`config.mk`:
```
export PLATFORM = sky130hd
export DESIGN_NAME = gesture_score_averager_flat
export DESIGN_NICKNAME = d
export VERILOG_FILES = /design/src/rtl/core/gsa_pkg.sv /design/src/rtl/core/gsa_if.sv /design/src/rtl/core/gsa_window.sv /design/src/rtl/core/gsa_divide.sv /design/src/rtl/core/gsa_select.sv /design/src/rtl/core/gesture_score_averager.sv /design/src/flat_wrapper.sv
export SDC_FILE = /design/constraint.sdc
export NUM_CORES = 1
export LEC_CHECK = 0
export BUFFER_PORTS_ARGS = -buffer_cell sky130_fd_sc_hd__buf_2
export CORE_ASPECT_RATIO = 0.7
export CORE_UTILIZATION = 40
export DETAILED_ROUTE_END_ITERATION = 10
export PLACE_DENSITY = 0.57
export SLEW_MARGIN = 20
export SYNTH_ARGS = -nofsm -noshare
export SYNTH_HDL_FRONTEND = slang
export SYNTH_SLANG_ARGS = --single-unit
```
`constraint.sdc`:
```
create_clock -name clk -period 8.5 [get_ports clk]
set_input_delay 2.125 -clock clk [delete_from_list [all_inputs] [get_ports clk]]
set_output_delay 2.125 -clock clk [all_outputs]
set_load 0.03 [all_outputs]
```
`src/rtl/core/gsa_pkg.sv`:
```
package gsa_pkg;

    localparam int SCORE_FIELDS = 4;
    localparam int SCORE_W      = 8;
    localparam int CFG_W        = 8;
    localparam int CFG_IDX_W    = 2;
    localparam int NONE_W       = 2;

    typedef logic signed [SCORE_W-1:0] score_t;
    typedef logic [CFG_IDX_W-1:0]      cfg_index_t;
    typedef logic [NONE_W-1:0]         class_code_t;

    localparam cfg_index_t CFG_DETECT_THRESHOLD = 2'd0;
    localparam cfg_index_t CFG_HOLDOFF_LENGTH   = 2'd1;
    localparam cfg_index_t CFG_NONE_CLASS       = 2'd2;

    localparam score_t         RST_DETECT_THRESHOLD = 8'sd80;
    localparam logic [7:0]     RST_HOLDOFF_LENGTH   = 8'd25;
    localparam class_code_t    RST_NONE_CLASS       = 2'd3;

    typedef struct packed {
        score_t      detect_threshold;
        logic [7:0]  holdoff_length;
        class_code_t none_class;
    } cfg_t;

endpackage

```
`src/rtl/core/gsa_if.sv`:
```
interface gsa_score_if
    import gsa_pkg::*;
();
    logic   valid;
    logic   ready;
    score_t score_0;
    score_t score_1;
    score_t score_2;
    score_t score_3;

    modport source (output valid, output score_0, output score_1, output score_2,
                    output score_3, input ready);
    modport sink   (input valid, input score_0, input score_1, input score_2,
                    input score_3, output ready);
endinterface

interface gsa_result_if
    import gsa_pkg::*;
();
    logic        valid;
    logic        ready;
    class_code_t gesture;
    score_t      best_average;
    logic        detected;

    modport source (output valid, output gesture, output best_average, output detected,
                    input ready);
    modport sink   (input valid, input gesture, input best_average, input detected,
                    output ready);
endinterface

```
`src/rtl/core/gsa_window.sv`:
```
module gsa_window
    import gsa_pkg::*;
#(
    parameter  int CLASSES = 4,
    parameter  int WINDOW  = 5,
    localparam int SUM_W   = SCORE_W + $clog2(WINDOW)
)
(
    input  logic                    clk,
    input  logic                    rst_n,
    input  logic                    in_valid,
    output logic                    in_ready,
    input  score_t                  scores [SCORE_FIELDS],
    output logic                    sum_valid,
    input  logic                    sum_ready,
    output logic signed [SUM_W-1:0] sums [CLASSES]
);

    localparam int SLOT_W = (WINDOW > 1) ? $clog2(WINDOW) : 1;

    score_t                  win_reg [WINDOW][CLASSES];
    score_t                  class_score [CLASSES];
    logic [SLOT_W-1:0]       slot_reg;
    logic                    sum_valid_reg;
    logic signed [SUM_W-1:0] sum_reg  [CLASSES];
    logic signed [SUM_W-1:0] sum_next [CLASSES];
    logic                    accept;

    assign in_ready  = !sum_valid_reg || sum_ready;
    assign accept    = in_valid && in_ready;
    assign sum_valid = sum_valid_reg;
    assign sums      = sum_reg;

    // classes without an input field see a zero score
    for (genvar c = 0; c < CLASSES; c++)
    begin : g_class
        if (c < SCORE_FIELDS)
        begin : g_fed
            assign class_score[c] = scores[c];
        end
        else
        begin : g_zero
            assign class_score[c] = '0;
        end
    end

    always_comb
    begin
        for (int c = 0; c < CLASSES; c++)
        begin
            sum_next[c] = sum_reg[c] + SUM_W'(class_score[c]) - SUM_W'(win_reg[slot_reg][c]);
        end
    end

    always_ff @(posedge clk or negedge rst_n)
    begin
        if (!rst_n)
        begin
            slot_reg      <= '0;
            sum_valid_reg <= 1'b0;
            for (int c = 0; c < CLASSES; c++)
            begin
                sum_reg[c] <= '0;
            end
            for (int k = 0; k < WINDOW; k++)
            begin
                for (int c = 0; c < CLASSES; c++)
                begin
                    win_reg[k][c] <= '0;
                end
            end
        end
        else
        begin
            if (accept)
            begin
                for (int c = 0; c < CLASSES; c++)
                begin
                    win_reg[slot_reg][c] <= class_score[c];
                    sum_reg[c]           <= sum_next[c];
                end
                slot_reg <= (slot_reg == SLOT_W'(WINDOW - 1)) ? '0 : slot_reg + 1'b1;
            end

            if (accept)
            begin
                sum_valid_reg <= 1'b1;
            end
            else if (sum_ready)
            begin
                sum_valid_reg <= 1'b0;
            end
        end
    end

endmodule

```
`src/rtl/core/gsa_divide.sv`:
```
module gsa_divide
    import gsa_pkg::*;
#(
    parameter  int CLASSES = 4,
    parameter  int WINDOW  = 5,
    localparam int SUM_W   = SCORE_W + $clog2(WINDOW)
)
(
    input  logic                    clk,
    input  logic                    rst_n,
    input  logic                    sum_valid,
    output logic                    sum_ready,
    input  logic signed [SUM_W-1:0] sums [CLASSES],
    output logic                    avg_valid,
    input  logic                    avg_ready,
    output score_t                  avgs [CLASSES]
);

    // magnitude * RECIP >> SH is exact floor(magnitude / WINDOW) over the sum range
    localparam int         SH    = SUM_W + $clog2(WINDOW);
    localparam logic [SH:0] RECIP = (SH + 1)'(((1 << SH) + WINDOW - 1) / WINDOW);

    logic                  neg      [CLASSES];
    logic [SUM_W-1:0]      mag      [CLASSES];
    logic [SUM_W+SH:0]     prod     [CLASSES];
    logic [SCORE_W-1:0]    quo      [CLASSES];
    score_t                avg_next [CLASSES];
    score_t                avg_reg  [CLASSES];
    logic                  avg_valid_reg;
    logic                  load;

    assign sum_ready = !avg_valid_reg || avg_ready;
    assign load      = sum_valid && sum_ready;
    assign avg_valid = avg_valid_reg;
    assign avgs      = avg_reg;

    always_comb
    begin
        for (int c = 0; c < CLASSES; c++)
        begin
            neg[c]      = sums[c][SUM_W-1];
            mag[c]      = neg[c] ? SUM_W'(-sums[c]) : SUM_W'(sums[c]);
            prod[c]     = mag[c] * RECIP;
            quo[c]      = SCORE_W'(prod[c] >> SH);
            avg_next[c] = neg[c] ? score_t'(-quo[c]) : score_t'(quo[c]);
        end
    end

    always_ff @(posedge clk or negedge rst_n)
    begin
        if (!rst_n)
        begin
            avg_valid_reg <= 1'b0;
        end
        else if (load)
        begin
            avg_valid_reg <= 1'b1;
        end
        else if (avg_ready)
        begin
            avg_valid_reg <= 1'b0;
        end
    end

    always_ff @(posedge clk)
    begin
        if (load)
        begin
            avg_reg <= avg_next;
        end
    end

endmodule

```
`src/rtl/core/gsa_select.sv`:
```
module gsa_select
    import gsa_pkg::*;
#(
    parameter int CLASSES = 4
)
(
    input  logic         clk,
    input  logic         rst_n,
    input  cfg_t         cfg,
    input  logic         avg_valid,
    output logic         avg_ready,
    input  score_t       avgs [CLASSES],
    gsa_result_if.source result
);

    localparam int CLS_W = $clog2(CLASSES);
    localparam int IDX_W = (CLS_W > NONE_W) ? CLS_W : NONE_W;

    logic [IDX_W-1:0] best_idx;
    score_t           best_score;
    logic [7:0]       hold_reg;
    logic [7:0]       hold_dec;
    logic [7:0]       hold_next;
    logic             report;
    class_code_t      gesture_next;
    logic             out_valid_reg;
    class_code_t      gesture_reg;
    score_t           best_average_reg;
    logic             detected_reg;
    logic             load;

    assign avg_ready = !out_valid_reg || result.ready;
    assign load      = avg_valid && avg_ready;

    // scan from class 0 with score 0; only a strictly higher average wins
    always_comb
    begin
        best_idx   = '0;
        best_score = '0;
        for (int c = 0; c < CLASSES; c++)
        begin
            if (avgs[c] > best_score)
            begin
                best_idx   = IDX_W'(c);
                best_score = avgs[c];
            end
        end

        hold_dec     = (hold_reg != 8'd0) ? hold_reg - 8'd1 : hold_reg;
        report       = !((best_idx == IDX_W'(cfg.none_class)) ||
                         (best_score < $signed(cfg.detect_threshold)) ||
                         (hold_dec != 8'd0));
        hold_next    = report ? cfg.holdoff_length : hold_dec;
        gesture_next = report ? best_idx[NONE_W-1:0] : cfg.none_class;
    end

    always_ff @(posedge clk or negedge rst_n)
    begin
        if (!rst_n)
        begin
            out_valid_reg <= 1'b0;
            hold_reg      <= '0;
        end
        else
        begin
            if (load)
            begin
                hold_reg <= hold_next;
            end

            if (load)
            begin
                out_valid_reg <= 1'b1;
            end
            else if (result.ready)
            begin
                out_valid_reg <= 1'b0;
            end
        end
    end

    always_ff @(posedge clk)
    begin
        if (load)
        begin
            gesture_reg      <= gesture_next;
            best_average_reg <= best_score;
            detected_reg     <= report;
        end
    end

    assign result.valid        = out_valid_reg;
    assign result.gesture      = gesture_reg;
    assign result.best_average = best_average_reg;
    assign result.detected     = detected_reg;

endmodule

```
`src/rtl/core/gesture_score_averager.sv`:
```
// Gesture score averager. Each item carries one signed score per class; the
// block keeps a ring of the last WINDOW scores and a running sum per class,
// averages each sum (truncated toward zero), picks the class with the highest
// positive average and reports it unless it is the no-gesture class, is below
// the threshold or a hold-off from the previous report is still running. One
// item is taken every cycle while the result is not stalled. The result passes
// window update, reciprocal divide and selection, one register stage each; a
// stalled result holds the pipeline and, once all three stages are full, the
// input. Running sums and the hold-off counter feed back through their own
// registers. Control state and the window are cleared at reset with no
// clearing pass. Configuration is written through cfg_write/cfg_index/cfg_data
// while no item is in flight, which the user must ensure; the block does not.
module gesture_score_averager
    import gsa_pkg::*;
#(
    parameter int CLASSES = 4,
    parameter int WINDOW  = 5
)
(
    input  logic             clk,
    input  logic             rst_n,
    input  logic             cfg_write,
    input  cfg_index_t       cfg_index,
    input  logic [CFG_W-1:0] cfg_data,
    gsa_score_if.sink        scores,
    gsa_result_if.source     result
);

    localparam int SUM_W = SCORE_W + $clog2(WINDOW);

    cfg_t                    cfg_reg;
    score_t                  score_arr [SCORE_FIELDS];
    logic                    sum_valid;
    logic                    sum_ready;
    logic signed [SUM_W-1:0] sums [CLASSES];
    logic                    avg_valid;
    logic                    avg_ready;
    score_t                  avgs [CLASSES];

    assign score_arr[0] = scores.score_0;
    assign score_arr[1] = scores.score_1;
    assign score_arr[2] = scores.score_2;
    assign score_arr[3] = scores.score_3;

    always_ff @(posedge clk or negedge rst_n)
    begin
        if (!rst_n)
        begin
            cfg_reg.detect_threshold <= RST_DETECT_THRESHOLD;
            cfg_reg.holdoff_length   <= RST_HOLDOFF_LENGTH;
            cfg_reg.none_class       <= RST_NONE_CLASS;
        end
        else if (cfg_write)
        begin
            case (cfg_index)
                CFG_DETECT_THRESHOLD: cfg_reg.detect_threshold <= score_t'(cfg_data);
                CFG_HOLDOFF_LENGTH:   cfg_reg.holdoff_length   <= cfg_data;
                CFG_NONE_CLASS:       cfg_reg.none_class       <= cfg_data[NONE_W-1:0];
                default:              ;
            endcase
        end
    end

    gsa_window #(
        .CLASSES (CLASSES),
        .WINDOW  (WINDOW)
    ) u_window (
        .clk       (clk),
        .rst_n     (rst_n),
        .in_valid  (scores.valid),
        .in_ready  (scores.ready),
        .scores    (score_arr),
        .sum_valid (sum_valid),
        .sum_ready (sum_ready),
        .sums      (sums)
    );

    gsa_divide #(
        .CLASSES (CLASSES),
        .WINDOW  (WINDOW)
    ) u_divide (
        .clk       (clk),
        .rst_n     (rst_n),
        .sum_valid (sum_valid),
        .sum_ready (sum_ready),
        .sums      (sums),
        .avg_valid (avg_valid),
        .avg_ready (avg_ready),
        .avgs      (avgs)
    );

    gsa_select #(
        .CLASSES (CLASSES)
    ) u_select (
        .clk       (clk),
        .rst_n     (rst_n),
        .cfg       (cfg_reg),
        .avg_valid (avg_valid),
        .avg_ready (avg_ready),
        .avgs      (avgs),
        .result    (result)
    );

endmodule

```
`src/flat_wrapper.sv`:
```
// flat-port wrapper written by rule: the top's interface ports become plain ports
module gesture_score_averager_flat import gsa_pkg::*;
#(
    parameter int CLASSES = 4,
    parameter int WINDOW  = 5
)
  (clk, rst_n, cfg_write, cfg_index, cfg_data, scores_valid, scores_score_0, scores_score_1, scores_score_2, scores_score_3, scores_ready, result_valid, result_gesture, result_best_average, result_detected, result_ready);
  gsa_score_if scores_i ();
  gsa_result_if result_i ();
  input  logic clk;
  input  logic rst_n;
  input  logic cfg_write;
  input  cfg_index_t cfg_index;
  input  logic [CFG_W-1:0] cfg_data;
  input wire logic [$bits(scores_i.valid)-1:0] scores_valid;
  input wire logic [$bits(scores_i.score_0)-1:0] scores_score_0;
  input wire logic [$bits(scores_i.score_1)-1:0] scores_score_1;
  input wire logic [$bits(scores_i.score_2)-1:0] scores_score_2;
  input wire logic [$bits(scores_i.score_3)-1:0] scores_score_3;
  output wire logic [$bits(scores_i.ready)-1:0] scores_ready;
  output wire logic [$bits(result_i.valid)-1:0] result_valid;
  output wire logic [$bits(result_i.gesture)-1:0] result_gesture;
  output wire logic [$bits(result_i.best_average)-1:0] result_best_average;
  output wire logic [$bits(result_i.detected)-1:0] result_detected;
  input wire logic [$bits(result_i.ready)-1:0] result_ready;
  assign scores_i.valid = scores_valid;
  assign scores_i.score_0 = scores_score_0;
  assign scores_i.score_1 = scores_score_1;
  assign scores_i.score_2 = scores_score_2;
  assign scores_i.score_3 = scores_score_3;
  assign scores_ready = scores_i.ready;
  assign result_valid = result_i.valid;
  assign result_gesture = result_i.gesture;
  assign result_best_average = result_i.best_average;
  assign result_detected = result_i.detected;
  assign result_i.ready = result_ready;
  gesture_score_averager #(.CLASSES(CLASSES), .WINDOW(WINDOW)) u_core (.clk(clk), .rst_n(rst_n), .cfg_write(cfg_write), .cfg_index(cfg_index), .cfg_data(cfg_data), .scores(scores_i), .result(result_i));
endmodule
```
Yosys cells after proc, flatten, opt, wreduce, memory -nomap -nowiden. Index checks and enable logic that the tools add are counted. Widths: inputs -> output; s select.

$add $sub $neg: 18. Multipliers: 4. Div/mod/pow operators: 0. $lt $le $gt $ge: 7. Equality and inequality tests: 4. Shift operators: 0. Multiplexer cells: 40. Bitwise gates (word level): 1. Reduce and logical (&&, ||, !) cells: 22.

Operator list (count): $bwmux 160 (4); $demux 32 s3 (4); $bmux 32 s3 (1); $mux 32 (3); $mul 11x12->22 const B (4); $mux 8 (11); $add 11x8->11 (4); $mux 11 (4); $neg 11->11 (4); $sub 11x8->11 (4); $neg 8->8 (4); $gt 8x8->1 (3); $mux 24 (1); $mux 16 (1); $reduce_bool 8->1 (2); $gt 8x1->1 const B (1); $lt 8x8->1 (1); $sub 8x1->8 const B (1); $mux 1 (7); $mux 2 (3); $reduce_and 2->1 (3); $reduce_bool 2->1 (3); $logic_or 1x1->1 (5); $ge 4x4->1 const B (1); other kinds (11) (17).

Flip-flop bits (word level): 279. Latch bits: 0. Bits in writable memories: 0. Bits in read-only memories: 0. Bits of input ports: 47. Output and inout port bits: 13. Memories: 0.

Logic depth before layout (Yosys ltp).
Word-level depth: 12. Gate-level depth with buffers: 40.

Modules after synthesis. A second synthesis with hierarchy kept.

Cells, all modules: 2696. Area total of the unflattened synthesis: 25418.1 µm².

Modules (own cells, without submodules): gsa_window (instances 1, cells an instance 1221, area each 11566.1 µm², seq. area each 5205.0 µm²); gsa_divide (instances 1, cells an instance 1163, area each 10781.6 µm², seq. area each 985.9 µm²); gsa_select (instances 1, cells an instance 273, area each 2371.0 µm², seq. area each 555.5 µm²); gesture_score_averager (instances 1, cells an instance 39, area each 699.4 µm², seq. area each 459.2 µm²).

Least setup slack after synthesis. No wires, ideal clock.

Path type: register -> register. Start: reg u_core.u_divide.avg_reg (netlist bit u_core.u_divide.avgs[31]). End: reg u_core.u_select.gesture_reg[0], in the netlist u_core.u_select.result.gesture[0] (data pin). Arrival: 6773 ps. Path slack: 1466 ps. Cell stages (with the launch flop): 38. Period minus slack after synthesis: 7034 ps. Path through: edfxtp_1 nand2b_1 ha_1 a21o_1 a21oi_2 a31oi_1 or2_1 buf_2 clkbuf_1 o21ai_0 inv_1 ha_1 nand3_1 nor2_1 o211ai_1 o311ai_1 buf_6 mux2i_1 [2 not listed] o21a_1 o21a_1 o21a_1 o21ai_0 a21oi_1 clkbuf_1 o21ai_0 o31ai_1 ha_1 a21oi_1 o21ai_0 nor3_1 and4_1 a21oi_1 nor2_1 or4_1 buf_2 mux2_4.

Longest elaborated chain between the ends: 12.

RTL lines: from (decl) (line gsa_divide.sv:28) `score_t avg_reg [CLASSES];`; from (signal assigned) (line gsa_divide.sv:69) `avg_reg <= avg_next;`; $gt 8x1->1 (line gsa_select.sv:42) `if (avgs[c] > best_score)`; $mux 8 (*) (line gsa_select.sv:42); $gt 8x8->1 (line gsa_select.sv:42); $mux 8 (*) (line gsa_select.sv:42); $gt 8x8->1 (line gsa_select.sv:42); $mux 8 (*) (line gsa_select.sv:42); $gt 8x8->1 (line gsa_select.sv:42); $mux 8 (*) (line gsa_select.sv:42); via u_core.u_select.best_score[5] (line gsa_select.sv:20) `score_t best_score;`; $lt 8x8->1 (*) (line gsa_select.sv:51) `(best_score < $signed(cfg.detect_threshold)) ||`; $logic_or 1x1->1 (*) (line gsa_select.sv:50) `report = !((best_idx == IDX_W'(cfg.none_class)) ||`; $logic_or 1x1->1 (*) (line gsa_select.sv:51); $mux 2 (*) (line gsa_select.sv:54) `gesture_next = report ? best_idx[NONE_W-1:0] : cfg.none_class;`; via u_core.u_select.gesture_next[0] (line gsa_select.sv:25) `class_code_t gesture_next;`; to (signal assigned) (line gsa_select.sv:86) `gesture_reg <= gesture_next;`; to (decl) (line gsa_select.sv:27) `class_code_t gesture_reg;`.

Mark *: on every way through the listed nets, which the timed path passes. The rest lies on a longest branch. A chain may end at the register's enable or synchronous reset.

Worst setup path in the final report.
Start: reg u_core.u_divide.avg_reg (netlist bit u_core.u_divide.avgs[31]). End: reg u_core.u_select.gesture_reg[1], in the netlist u_core.u_select.result.gesture[1] (data pin).

The elaborated chain is that of the path after synthesis.

==> impl_results.md <==
- Critical path endpoint category: register
- Post-synthesis sequential area ratio: 0.295
- RSZ-0062 raised after global routing: no
- Max reg flops: 160
- Setup-failing EPs final: 0
- Clk Latency, worst-skew pair: 0.58 ns
- # port buffers: 59
- Worst hold-check path type: reg -> reg
- Commonest non-fill, non-tap cells in the layout: 424 x inv_1, 341 x ha_1, 297 x nand2_1, 294 x o21ai_0, 227 x dfrtp_1
- DR DRC count: 0
- Number of flops mapped to enable cells by yosys: 43
- Period utilization: 0.922
- Wire length per cell: 16.2 um
- Full die area: 62,100 um2
- # IOs: 60
- Largest net degree at the start of global routing: 158
- Total number of vias: 17,300
- Fmax: 128 MHz
- Synthesized net count: 3,113
- Top FF cell, synth: dfrtp_1
- Worst slack, placed: 0.516 ns
- Seq cells post-synth: 279
- CTS tree: built
- Clock tree root buffer cell: clkbuf_16
- Area contributors post-synth: dfrtp_1 23%, ha_1 17%, fa_1 13%
- Post-DP HPWL: 42,500 um
- GP Congestion: 0.864
- Ant. Diodes: 0
- # rows: 75
- Setup TNS: 0 ns
- Fin nets: 3,141
- Critical path's largest stage delay: 0.65 ns
- DRT Pass-1 Iters: 5
- Syn. warnings: 0
- Hold path depth: 2
- Cell variety after synth: 73
- Min Tclk post-route: 7.83 ns
- Die Width: 297 um
- Initial cell density of the core: 0.406
- Slew Limit Fails: 0
- Worst-path clk slew: 0.06 ns
- H-tree depth: 1
- Result of the run: finished, final reports clean
- Critical Setup Path Class: reg -> reg
- TritonCTS Sinks: 279
- First-pass GRT wire length: 92,700 um
- CTS buffer count: 30
- Core ar.: 60,200 um2
- Worst Hold Margin: 0.478 ns
- Setup Buffers After CTS: 0
- Final wirelength: 55,300 um
- Largest area contributor in the netlist: dfrtp_1
- Flop-to-flop setup slack: 0.67 ns
- Max clock buf depth: 3
- Ys async rst share: 0.846
- Mean post-synth cell area: 9.55 um2
- Crit path DAT: 8.14 ns
- Die H: 209 um
- Filler cells: 5,749
- Final Hold Vio Count: 0
- Tot GR Track Use: 0.182
- Antenna viol nets, final: 0
- Worst EP required: 8.81 ns
- Post-Syn Instances: 2,561
- Slew HR: 0.308
- Worst-margin pin slew: 1.04 ns
- Remaining global-route overflow: 0
- Synth top area share: 0.234
- Area growth from synthesis to layout: 9.01%
- Share of layout cells above drive strength 1: 0.0869
- Commonest non-fill, non-tap cell in the layout: inv_1
- Final Skew: 0.0192 ns
- Vias/cell: 5.06
- Worst setup SP type: register
- Initial antenna violation count: 1
- Post-Syn Area: 24,400 um2
- PnR worst setup slack: 0.667 ns
- Starting DRT DRC Count: 1,008
- Critical path's slowest cell: or4_1
- MaxCap Viol Count: 0
- Number of global-route vias before repair: 17,400
- Critical path peak fanout: 16
- R2r worst-path depth: 35
## cell usage after synthesis (all sizes together) (4+ instances only)
cell type,count
a211oi,5
a21boi,5
a21o,22
a21oi,77
a22oi,8
a31o,7
a31oi,8
and2,6
and3,5
buf,10
clkbuf,74
dfrtp,229
dfstp,7
edfxtp,43
fa,164
ha,341
inv,424
mux2,40
mux2i,19
mux4,22
nand2,300
nand2b,23
nand3,20
nand3b,6
nand4,15
nor2,60
nor2b,22
nor3,19
nor4,10
o211ai,12
o21a,10
o21ai,295
o21bai,10
o22ai,10
o31ai,22
o41ai,4
or2,13
or3,11
or4,6
xnor2,107
xor2,30
## what timing repair did
action,CTS,global route
resized for setup,0,2
endpoints found under the setup margin,0,2
hold buffers,0,0
## logic make-up after synthesis
logic type	after synthesis	synth area share
xor gates and xnor gates	137	0.0491
adders and majority gates	505	0.309
and+or+nand+nor	529	0.0984
other	1	0.000153
muxes	81	0.0468
buffers and inverters	509	0.0786
AOI/OAI and AO/OA	520	0.123
DFF	279	0.295
## metrics by stage
stage / instances / utilization / area, um2
2_1_floorplan: 2561 / - / 24400
6_report: 3420 / 0.443 / 26700
3_3_place_gp: 3365 / 0.426 / 25600
3_5_place_dp: 3365 / 0.426 / 25600
4_1_cts: 3420 / 0.443 / 26600
5_1_grt: 3420 / 0.443 / 26700
## metal layers
metal | vias up | wire length (um) | global-route usage
li1 | 8614 | - | -
met1 | 8373 | 29800 | 0.287
met2 | 249 | 22900 | 0.272
met3 | 54 | 1940 | 0.0216
met4 | 2 | 690 | 0.0251
met5 | - | 13 | 0
## critical path, delay by kind of cell, from the launching register on
kind,cells,cell delay [ns]
AO/OA/AOI/OAI,15,2.53
AND/OR/NAND/NOR,11,2.31
adder cells (fa/ha/maj),4,1.23
multiplexers,2,0.57
buffers and inverters,3,0.50
flip-flops,1,0.45
## path summary, 6_finish.rpt
kind | from | end
setup / recovery | u_core.u_divide.avgs[31]$_DFFE_PP_ | u_core.u_select.result.gesture[1]$_DFFE_PP_
min in group asynchronous | rst_n | u_core.u_select.hold_reg[0]$_DFFE_PN0P_
hold / removal | u_core.u_window.win_reg[83]$_DFFE_PN0P_ | u_core.u_window.win_reg[83]$_DFFE_PN0P_
max in group asynchronous | rst_n | u_core.u_window.win_reg[93]$_DFFE_PN0P_
hold reg to reg | u_core.u_window.win_reg[83]$_DFFE_PN0P_ | u_core.u_window.win_reg[83]$_DFFE_PN0P_
setup reg to reg | u_core.u_divide.avgs[31]$_DFFE_PP_ | u_core.u_select.result.gesture[1]$_DFFE_PP_
## final cells by class
| type | count | area, um2 | area share |
|---|---|---|---|
| inverter | 425 | 1600 | 0.0599 |
| timing repair buffer | 80 | 475 | 0.0178 |
| clock inverter | 10 | 109 | 0.00408 |
| tap | 808 | 1010 | 0.0379 |
| clock buffer | 45 | 888 | 0.0333 |
| multi-input combinational | 1773 | 15400 | 0.576 |
| sequential | 279 | 7210 | 0.270 |
Power is not shown: default switching activity piles up to over one toggle a cycle in this logic, so the estimate is an artifact.
